`src/rtl/scs_pkg.sv`:
```
// Shared definitions for the static loop chunk splitter.
// Default parameter values and the chunk-mode encoding; no dependencies.
package scs_pkg;

  localparam int unsigned MaxThreadsDef = 1024;
  localparam int unsigned IterBitsDef   = 31;

  // How a request is answered, decided at the decode stage.
  typedef enum logic [1:0] {
    MODE_ONE,    // single thread owns everything
    MODE_SMALL,  // no more iterations than threads
    MODE_OVER,   // thread index past the thread count
    MODE_SPLIT   // even split with remainder
  } scs_mode_e;

endpackage

```
`src/rtl/scs_div_stage.sv`:
```
// One registered step of the restoring divider: one quotient bit per stage.
// Uses scs_pkg; instantiated in a chain by the top level.
module scs_div_stage
  import scs_pkg::*;
#(
  parameter int unsigned ITER_BITS = IterBitsDef,
  parameter int unsigned THR_W     = 11,
  parameter int unsigned SIDE_W    = 8
) (
  input  logic                 clk_i,
  input  logic                 rst_ni,
  input  logic                 en_i,
  input  logic [THR_W-1:0]     n_i,
  input  logic                 valid_i,
  input  logic [THR_W-1:0]     rem_i,
  input  logic [ITER_BITS-1:0] quot_i,
  input  logic [ITER_BITS-1:0] dvd_i,
  input  logic [SIDE_W-1:0]    side_i,
  output logic                 valid_o,
  output logic [THR_W-1:0]     rem_o,
  output logic [ITER_BITS-1:0] quot_o,
  output logic [ITER_BITS-1:0] dvd_o,
  output logic [SIDE_W-1:0]    side_o
);

  logic [THR_W:0]   trial;
  logic             ge;
  logic [THR_W-1:0] rem_d;
  logic             valid_q;
  logic [THR_W-1:0] rem_q;
  logic [ITER_BITS-1:0] quot_q;
  logic [ITER_BITS-1:0] dvd_q;
  logic [SIDE_W-1:0]    side_q;

  // bring down the next dividend bit, subtract if it fits
  assign trial = {rem_i, dvd_i[ITER_BITS-1]};
  assign ge    = (trial >= {1'b0, n_i});
  always_comb begin
    if (ge) begin
      rem_d = THR_W'(trial - {1'b0, n_i});
    end else begin
      rem_d = THR_W'(trial);
    end
  end

  always_ff @(posedge clk_i or negedge rst_ni) begin
    if (!rst_ni) begin
      valid_q <= 1'b0;
    end else if (en_i) begin
      valid_q <= valid_i;
    end
  end

  always_ff @(posedge clk_i) begin
    if (en_i) begin
      rem_q  <= rem_d;
      quot_q <= {quot_i[ITER_BITS-2:0], ge};
      dvd_q  <= {dvd_i[ITER_BITS-2:0], 1'b0};
      side_q <= side_i;
    end
  end

  assign valid_o = valid_q;
  assign rem_o   = rem_q;
  assign quot_o  = quot_q;
  assign dvd_o   = dvd_q;
  assign side_o  = side_q;

endmodule

```
`src/rtl/scs_chunk.sv`:
```
// Chunk bound computation: multiply stage, then add/select into the output register.
// Uses scs_pkg (scs_mode_e); fed by the divider chain.
module scs_chunk
  import scs_pkg::*;
#(
  parameter int unsigned ITER_BITS = IterBitsDef,
  parameter int unsigned TID_W     = 10,
  parameter int unsigned THR_W     = 11
) (
  input  logic                 clk_i,
  input  logic                 rst_ni,
  input  logic                 en_i,
  input  logic                 valid_i,
  input  scs_mode_e            mode_i,
  input  logic                 hit_i,
  input  logic [TID_W-1:0]     tid_i,
  input  logic [ITER_BITS-1:0] iters_i,
  input  logic [ITER_BITS-1:0] quot_i,
  input  logic [THR_W-1:0]     rem_i,
  output logic                 valid_o,
  output logic [ITER_BITS-1:0] first_o,
  output logic [ITER_BITS-1:0] end_o,
  output logic                 nonempty_o
);

  localparam int unsigned PROD_W = TID_W + ITER_BITS;
  localparam int unsigned WIDE   = ((ITER_BITS > TID_W) ? ITER_BITS : TID_W) + 1;

  logic [PROD_W-1:0] prod_full;
  logic              lt;

  logic                 a_valid_q;
  scs_mode_e            a_mode_q;
  logic                 a_hit_q;
  logic [TID_W-1:0]     a_tid_q;
  logic [ITER_BITS-1:0] a_iters_q;
  logic [ITER_BITS-1:0] a_prod_q;
  logic [THR_W-1:0]     a_minr_q;
  logic [ITER_BITS-1:0] a_qx_q;

  logic [ITER_BITS-1:0] split_first;
  logic [ITER_BITS-1:0] first_d;
  logic [ITER_BITS-1:0] end_d;
  logic                 ne_d;

  logic                 valid_q;
  logic [ITER_BITS-1:0] first_q;
  logic [ITER_BITS-1:0] end_q;
  logic                 ne_q;

  // first = tid*q + min(tid, r); length = q + (tid < r)
  assign prod_full = PROD_W'(tid_i) * PROD_W'(quot_i);
  assign lt        = (THR_W'(tid_i) < rem_i);

  always_ff @(posedge clk_i or negedge rst_ni) begin
    if (!rst_ni) begin
      a_valid_q <= 1'b0;
      valid_q   <= 1'b0;
    end else if (en_i) begin
      a_valid_q <= valid_i;
      valid_q   <= a_valid_q;
    end
  end

  always_ff @(posedge clk_i) begin
    if (en_i) begin
      a_mode_q  <= mode_i;
      a_hit_q   <= hit_i;
      a_tid_q   <= tid_i;
      a_iters_q <= iters_i;
      a_prod_q  <= prod_full[ITER_BITS-1:0];
      a_minr_q  <= lt ? THR_W'(tid_i) : rem_i;
      a_qx_q    <= quot_i + ITER_BITS'(lt);
    end
  end

  assign split_first = a_prod_q + ITER_BITS'(a_minr_q);

  always_comb begin
    case (a_mode_q)
      MODE_ONE: begin
        first_d = '0;
        end_d   = a_iters_q;
        ne_d    = (a_iters_q != '0);
      end
      MODE_SMALL: begin
        first_d = ITER_BITS'(a_tid_q);
        end_d   = ITER_BITS'(WIDE'(a_tid_q) + WIDE'(a_hit_q));
        ne_d    = a_hit_q;
      end
      MODE_OVER: begin
        first_d = a_iters_q;
        end_d   = a_iters_q;
        ne_d    = 1'b0;
      end
      MODE_SPLIT: begin
        first_d = split_first;
        end_d   = split_first + a_qx_q;
        ne_d    = (a_qx_q != '0);
      end
      default: begin
        first_d = '0;
        end_d   = '0;
        ne_d    = 1'b0;
      end
    endcase
  end

  always_ff @(posedge clk_i) begin
    if (en_i) begin
      first_q <= first_d;
      end_q   <= end_d;
      ne_q    <= ne_d;
    end
  end

  assign valid_o    = valid_q;
  assign first_o    = first_q;
  assign end_o      = end_q;
  assign nonempty_o = ne_q;

endmodule

```
`src/rtl/static_loop_chunk_split.sv`:
```
// Top level of the static loop chunk splitter (block partition of a loop among threads).
// Uses scs_pkg, scs_div_stage and scs_chunk.
//
//   channel  | direction | handshake               | payload
//   ---------+-----------+-------------------------+--------------------------------
//   in       | sink      | in_valid_i / in_stall_o | iter_count_i, thread_id_i
//   out      | source    | out_valid_o/out_stall_i | first_iter_o, end_iter_o, nonempty_o
//   cfg      | sink      | cfg_we_i                | cfg_wdata_i (num_threads)
//
// Throughput is one transaction per cycle unless the output stalls. The pipeline has
// one decode stage, one restoring-divider stage per quotient bit, a multiply stage and an
// add/select stage that is also the output register.
// Reset empties the pipeline and sets the thread count to 1.
// A stalled result freezes the whole pipeline (one shared enable); nothing is lost or repeated.
module static_loop_chunk_split
  import scs_pkg::*;
#(
  parameter int unsigned MAX_THREADS = MaxThreadsDef,
  parameter int unsigned ITER_BITS   = IterBitsDef
) (
  input  logic                                 clk_i,
  input  logic                                 rst_ni,
  // configuration
  input  logic                                 cfg_we_i,
  input  logic [$clog2(MAX_THREADS+1)-1:0]     cfg_wdata_i,
  // request channel
  input  logic                                 in_valid_i,
  output logic                                 in_stall_o,
  input  logic [ITER_BITS-1:0]                 iter_count_i,
  input  logic [$clog2(MAX_THREADS)-1:0]       thread_id_i,
  // result channel
  output logic                                 out_valid_o,
  input  logic                                 out_stall_i,
  output logic [ITER_BITS-1:0]                 first_iter_o,
  output logic [ITER_BITS-1:0]                 end_iter_o,
  output logic                                 nonempty_o
);

  localparam int unsigned THR_W  = $clog2(MAX_THREADS + 1);
  localparam int unsigned TID_W  = $clog2(MAX_THREADS);
  localparam int unsigned WIDE   = ((ITER_BITS > THR_W) ? ITER_BITS : THR_W) + 1;
  // side payload carried along the divider: mode, hit, thread id, iteration count
  localparam int unsigned SIDE_W = 2 + 1 + TID_W + ITER_BITS;
  localparam int unsigned NDIV   = ITER_BITS;

  // ---------------------------------------------------------------------------
  // Thread count register. Saturated on write, so zero becomes 1 and anything
  // above MAX_THREADS becomes MAX_THREADS; the datapath only ever sees 1..MAX.
  // ---------------------------------------------------------------------------
  logic [THR_W-1:0] num_threads_d;
  logic [THR_W-1:0] num_threads_q;

  always_comb begin
    if (cfg_wdata_i == '0) begin
      num_threads_d = THR_W'(1);
    end else if (cfg_wdata_i > THR_W'(MAX_THREADS)) begin
      num_threads_d = THR_W'(MAX_THREADS);
    end else begin
      num_threads_d = cfg_wdata_i;
    end
  end

  always_ff @(posedge clk_i or negedge rst_ni) begin
    if (!rst_ni) begin
      num_threads_q <= THR_W'(1);
    end else if (cfg_we_i) begin
      num_threads_q <= num_threads_d;
    end
  end

  // ---------------------------------------------------------------------------
  // Pipeline enable: everything advances unless a finished result is held.
  // ---------------------------------------------------------------------------
  logic en;
  assign en         = !(out_valid_o && out_stall_i);
  assign in_stall_o = !en;

  // ---------------------------------------------------------------------------
  // Decode stage: classify the request once so later stages just select.
  // ---------------------------------------------------------------------------
  scs_mode_e            mode_d;
  logic                 hit_d;
  logic                 s0_valid_q;
  logic [ITER_BITS-1:0] s0_iters_q;
  logic [SIDE_W-1:0]    s0_side_q;

  always_comb begin
    // tid < iters, only used when iters <= n
    hit_d = (WIDE'(thread_id_i) < WIDE'(iter_count_i));
    if (num_threads_q == THR_W'(1)) begin
      mode_d = MODE_ONE;
    end else if (WIDE'(iter_count_i) <= WIDE'(num_threads_q)) begin
      mode_d = MODE_SMALL;
    end else if (THR_W'(thread_id_i) >= num_threads_q) begin
      mode_d = MODE_OVER;
    end else begin
      mode_d = MODE_SPLIT;
    end
  end

  always_ff @(posedge clk_i or negedge rst_ni) begin
    if (!rst_ni) begin
      s0_valid_q <= 1'b0;
    end else if (en) begin
      s0_valid_q <= in_valid_i;
    end
  end

  always_ff @(posedge clk_i) begin
    if (en) begin
      s0_iters_q <= iter_count_i;
      s0_side_q  <= {mode_d, hit_d, thread_id_i, iter_count_i};
    end
  end

  // ---------------------------------------------------------------------------
  // Divider chain: iters / n, MSB first, one quotient bit per stage.
  // ---------------------------------------------------------------------------
  logic [NDIV:0]                 dv_valid;
  logic [NDIV:0][THR_W-1:0]      dv_rem;
  logic [NDIV:0][ITER_BITS-1:0]  dv_quot;
  logic [NDIV:0][ITER_BITS-1:0]  dv_dvd;
  logic [NDIV:0][SIDE_W-1:0]     dv_side;

  assign dv_valid[0] = s0_valid_q;
  assign dv_rem[0]   = '0;
  assign dv_quot[0]  = '0;
  assign dv_dvd[0]   = s0_iters_q;
  assign dv_side[0]  = s0_side_q;

  for (genvar k = 0; k < NDIV; k++) begin : g_div
    scs_div_stage #(
      .ITER_BITS (ITER_BITS),
      .THR_W     (THR_W),
      .SIDE_W    (SIDE_W)
    ) u_stage (
      .clk_i   (clk_i),
      .rst_ni  (rst_ni),
      .en_i    (en),
      .n_i     (num_threads_q),
      .valid_i (dv_valid[k]),
      .rem_i   (dv_rem[k]),
      .quot_i  (dv_quot[k]),
      .dvd_i   (dv_dvd[k]),
      .side_i  (dv_side[k]),
      .valid_o (dv_valid[k+1]),
      .rem_o   (dv_rem[k+1]),
      .quot_o  (dv_quot[k+1]),
      .dvd_o   (dv_dvd[k+1]),
      .side_o  (dv_side[k+1])
    );
  end

  // unpack side payload at the divider output
  logic [SIDE_W-1:0]    side_end;
  scs_mode_e            dv_mode;
  logic                 dv_hit;
  logic [TID_W-1:0]     dv_tid;
  logic [ITER_BITS-1:0] dv_iters;

  assign side_end = dv_side[NDIV];
  assign dv_mode  = scs_mode_e'(side_end[SIDE_W-1 -: 2]);
  assign dv_hit   = side_end[SIDE_W-3];
  assign dv_tid   = side_end[ITER_BITS +: TID_W];
  assign dv_iters = side_end[ITER_BITS-1:0];

  // ---------------------------------------------------------------------------
  // Chunk bounds: multiply, then add/select into the output register.
  // ---------------------------------------------------------------------------
  scs_chunk #(
    .ITER_BITS (ITER_BITS),
    .TID_W     (TID_W),
    .THR_W     (THR_W)
  ) u_chunk (
    .clk_i      (clk_i),
    .rst_ni     (rst_ni),
    .en_i       (en),
    .valid_i    (dv_valid[NDIV]),
    .mode_i     (dv_mode),
    .hit_i      (dv_hit),
    .tid_i      (dv_tid),
    .iters_i    (dv_iters),
    .quot_i     (dv_quot[NDIV]),
    .rem_i      (dv_rem[NDIV]),
    .valid_o    (out_valid_o),
    .first_o    (first_iter_o),
    .end_o      (end_iter_o),
    .nonempty_o (nonempty_o)
  );

  // ---------------------------------------------------------------------------
  // Assertions
  // ---------------------------------------------------------------------------
  a_nthr_range : assert property (@(posedge clk_i) disable iff (!rst_ni)
    (num_threads_q != '0) && (num_threads_q <= THR_W'(MAX_THREADS)))
    else $error("thread count register out of range");

  a_freeze : assert property (@(posedge clk_i) disable iff (!rst_ni)
    (out_valid_o && out_stall_i) |-> in_stall_o)
    else $error("pipeline not frozen while result is held");

  a_div_rem : assert property (@(posedge clk_i) disable iff (!rst_ni)
    dv_valid[NDIV] |-> (dv_rem[NDIV] < num_threads_q))
    else $error("divider remainder not below divisor");

  a_nonempty : assert property (@(posedge clk_i) disable iff (!rst_ni)
    out_valid_o |-> (nonempty_o == (first_iter_o != end_iter_o)))
    else $error("nonempty flag disagrees with chunk bounds");

endmodule
```
`config.mk`:
```
export PLATFORM = sky130hd
export DESIGN_NAME = static_loop_chunk_split
export DESIGN_NICKNAME = d
export VERILOG_FILES = /design/src/rtl/scs_pkg.sv /design/src/rtl/scs_div_stage.sv /design/src/rtl/scs_chunk.sv /design/src/rtl/static_loop_chunk_split.sv
export SDC_FILE = /design/constraint.sdc
export NUM_CORES = 2
export LEC_CHECK = 0
export BUFFER_PORTS_ARGS = -buffer_cell sky130_fd_sc_hd__buf_4
export CAP_MARGIN = 20
export CORE_MARGIN = 2
export CORE_UTILIZATION = 53
export CTS_CLUSTER_DIAMETER = 200
export DETAILED_ROUTE_END_ITERATION = 7
export PLACE_DENSITY_LB_ADDON = 0.15
export SYNTH_ARGS = -nofsm -noshare
export SYNTH_HDL_FRONTEND = slang
export SYNTH_SLANG_ARGS = --single-unit
```
`constraint.sdc`:
```
create_clock -name clk_i -period 96.6 [get_ports clk_i]
set_clock_uncertainty 0.15 [all_clocks]
set_input_delay 0 -clock clk_i [delete_from_list [all_inputs] [get_ports clk_i]]
set_output_delay 0 -clock clk_i [all_outputs]
set_load 0.03 [all_outputs]
```
==> metrics <==
I/O pins 122; count of flip-flops with a built-in enable after synthesis 2,425; post-synthesis sequential element count 2,470; clock root buffer master sky130_fd_sc_hd__clkbuf_16; final setup violation count 0; kind of launch point of the worst setup path flop; post-route antenna net violation count 0; commonest non-fill, non-tap cells in the layout 2,425 x sky130_fd_sc_hd__edfxtp_1, 613 x sky130_fd_sc_hd__nand2_1, 516 x sky130_fd_sc_hd__inv_1; dominant register cell in the synthesized netlist sky130_fd_sc_hd__edfxtp_1; complex-gate fraction of the synthesized area 0.0695; antenna violations before repair 1; overall routing resource usage 0.191; Worst R2R End u_chunk.end_o[25]$_DFFE_PN_; sequential element share of the synthesized area 0.714; slowest cell on the critical path sky130_fd_sc_hd__buf_4; wirelength, routed 188 mm; post-route fraction of the period consumed by the critical path 0.0774; worst r2r path cells 8; Syn Nets 7,490; biggest area consumer among synthesized cells sky130_fd_sc_hd__edfxtp_1; timing endpoint of the critical path u_chunk.end_o[25]$_DFFE_PN_; Setup CP Type reg -> reg; largest delay contributor family on the critical path buffers and inverters; post-synthesis instance area 104,000 sq um; launching instance or port of the critical path u_chunk.valid_o$_DFFE_PN0N_; TritonRoute pass-1 iters 5; leading cell type in the layout, fill and taps excluded sky130_fd_sc_hd__edfxtp_1; final weighted congestion in routability-driven placement 0.876; number of buffers created by CTS 237; Syn Inst Count 6,750; worst hold-check path type in -> reg; Starting Density 0.533; largest driver fanout on the critical path 198; Post-Synth Adder-Cell Area 0.0985; layout overhead on the synthesized area 13.2%; vias in the first global route 52,929; count of final hold-check violations 0; Resized Gates After CTS 0; DRC viols 0; share of synthesized flip-flops with an asynchronous set or reset 0.0182; cell row count 162; TritonCTS clock tree done; die outline width 446 um; Area contributors post-synth sky130_fd_sc_hd__edfxtp_1 70%, sky130_fd_sc_hd__ha_1 5.6%, sky130_fd_sc_hd__fa_1 4.3%, sky130_fd_sc_hd__nand2_1 2.2%, sky130_fd_sc_hd__inv_1 1.9%; worst stage delay on the critical path 0.87 ns; Skew-Pair Late Insertion Delay 0.88 ns; Reg-to-Reg Start u_chunk.valid_o$_DFFE_PN0N_; sink count of the clock tree 2,470; largest net degree at the start of global routing 199; via count 53,122; RSZ-0062 raised after global routing no; number of logic stages on the critical path including buffering 8; count of buffer and inverter cells on the critical path 7; time the worst path needs with I/O delays and setup 7.47 ns; wire length per cell 18.9 um; post-synthesis cell type count 79; result of the run completed; setup TNS 0 ns; Max Buffers Root-to-Sink 3; xor/xnor share of the synthesized area 0.0185; Clock Pin Slew Worst Setup and Hold Paths 0.06 ns; first-pass GRT wire length 295 mm; simple logic cell fraction of the synthesized area 0.0689; per-cell via count in the routed design 5.35; worst-case register-to-register setup slack 89.13 ns; cells along the critical path nand2_4 > buf_12 > buf_4 > buf_4 > buf_4 > buf_12 > buf_4 > buf_4; Post-DP HPWL 122 mm; total global routing overflow 0; number of maximum-capacitance violations 0; Slew @ Worst Pin 1.12 ns; quantity of I/O buffers inserted on ports 121; maximum level of the CTS H-tree 4; multiplexer area fraction after synthesis 0.00799; number of max-slew violations in the final report 0; post-CTS setup buffer count 0; combinational family with the most area after synthesis adder cells; detailed router's first-iteration violation count 3,687; DIE AREA 199,000 sq um; Die Ht 446 um; synthesized area divided by synthesized cell count 15.4 sq um; warning count from the yosys run 0; net count reported at finish 7,937; critical path data arrival time 7.77 ns; core footprint 195,000 sq um; share of post-route cells with drive strength above 1 0.0877; cell mode on critical path sky130_fd_sc_hd__buf_4; Setup crit end kind flop; worst-case headroom to the max-slew limit 0.245; maximum frequency from static timing analysis 134 MHz; Worst Path Required 96.90 ns; fraction of post-synthesis cell area in the top cell type by area 0.703
worst min-delay path by stage:
stage | from | end | slack (ns) | cells past startpoint
2_1_floorplan | rst_ni | g_div[0].u_stage.valid_o$_DFFE_PN0N_ | -0.45 | 0
3_3_place_gp | rst_ni | g_div[20].u_stage.valid_o$_DFFE_PN0N_ | -0.11 | 1
3_5_place_dp | rst_ni | g_div[20].u_stage.valid_o$_DFFE_PN0N_ | -0.11 | 1
4_1_cts | iter_count_i[21] | s0_side_q[41]$_DFFE_PN_ | 0.0006 | 5
5_1_grt | iter_count_i[21] | s0_side_q[41]$_DFFE_PN_ | 0.04 | 5
6_report | iter_count_i[27] | s0_side_q[41]$_DFFE_PN_ | 0.08 | 5
synthesized netlist by cell type, drive strengths merged, types with 4 or more instances:
library cell / number
o22ai: 28
mux2i: 4
o21ai: 364
mux2: 70
buf: 27
nand3: 81
o211ai: 33
nor2: 305
a21oi: 250
o2bb2ai: 19
xnor2: 126
or3: 30
and2: 155
a31oi: 10
dfrtp: 44
o21bai: 13
a21o: 86
and4: 5
nand4: 72
nor2b: 74
o31a: 4
clkbuf: 80
nand2: 614
o21a: 19
o21ba: 12
xor2: 93
inv: 518
a211oi: 14
a22o: 10
nand2b: 28
a21boi: 103
o31ai: 154
fa: 222
ha: 461
edfxtp: 2425
nor4: 26
nor3: 75
and3: 58
metrics by stage:
step	hold slack, ns	worst slack, ns	cell area, sq um	util	cells
6_report	0.0794	89.13	117000	0.603	9932
5_1_grt	0.0360	88.48	117000	0.603	9931
4_1_cts	0.000560	89.07	117000	0.602	9925
3_5_place_dp	-0.105	89.10	108000	0.554	9363
3_3_place_gp	-0.108	89.27	108000	0.554	9363
2_1_floorplan	-0.446	15.72	104000	-	6750
cell type report:
class	instances	area (sq um)
Multi-Input combinational cell	3655	27300
Clock inverter	163	2010
Fill cell	14498	77300
Tap cell	2542	3180
Clock buffer	267	6060
Sequential cell	2470	74000
Inverter	518	1940
Timing Repair Buffer	315	2800
Antenna cell	2	5.00
layer usage:
| metal | GRT usage | up-vias | share of wire |
|---|---|---|---|
| met2 | 0.312 | 1013 | 0.48 |
| met3 | 0.0306 | 373 | 0.039 |
| li1 | - | 25844 | - |
| met4 | 0.0829 | 0 | 0.042 |
| met5 | 0 | - | 0 |
| met1 | 0.255 | 25892 | 0.44 |
sequential cells by signal, summed over array words and instances, names as in the netlist:
signal	flops
u_chunk.a_qx_q	31
g_div.u_stage.rem_o	341
u_chunk.a_hit_q	1
u_chunk.a_valid_q	1
u_chunk.valid_o	1
s0_iters_q	30
u_chunk.a_tid_q	10
u_chunk.end_o	31
u_chunk.a_prod_q	31
u_chunk.a_mode_q	2
u_chunk.nonempty_o	1
s0_side_q	14
u_chunk.first_o	31
g_div.u_stage.valid_o	31
u_chunk.a_minr_q	11
num_threads_q	11
s0_valid_q	1
g_div.u_stage.quot_o	496
g_div.u_stage.side_o	1364
u_chunk.a_iters_q	31
tightest hold or removal path: stages:
cell and delay [ns]:
sky130_fd_sc_hd__dlygate4sd3_1 0.52, sky130_fd_sc_hd__buf_4 0.11, sky130_fd_sc_hd__nor4_1 0.04, sky130_fd_sc_hd__nand2_1 0.14
sky130_fd_sc_hd__or4_1 0.18
what timing repair did:
| action | CTS | global route |
|---|---|---|
| endpoints found under the hold margin | 136 | 0 |
| endpoints found under the setup margin | 0 | 0 |
| hold buffers | 132 | 0 |
cells by family after synthesis:
| group | count (synthesis) |
|---|---|
| DFF | 2470 |
| xor gates and xnor gates | 219 |
| AOI/OAI and AO/OA | 1145 |
| buffers and inverters | 625 |
| muxes | 74 |
| other | 1 |
| and+or+nand+nor | 1533 |
| adders and majority gates | 683 |
Power is not shown: default switching activity piles up to over one toggle a cycle in this logic, so the estimate is an artifact.
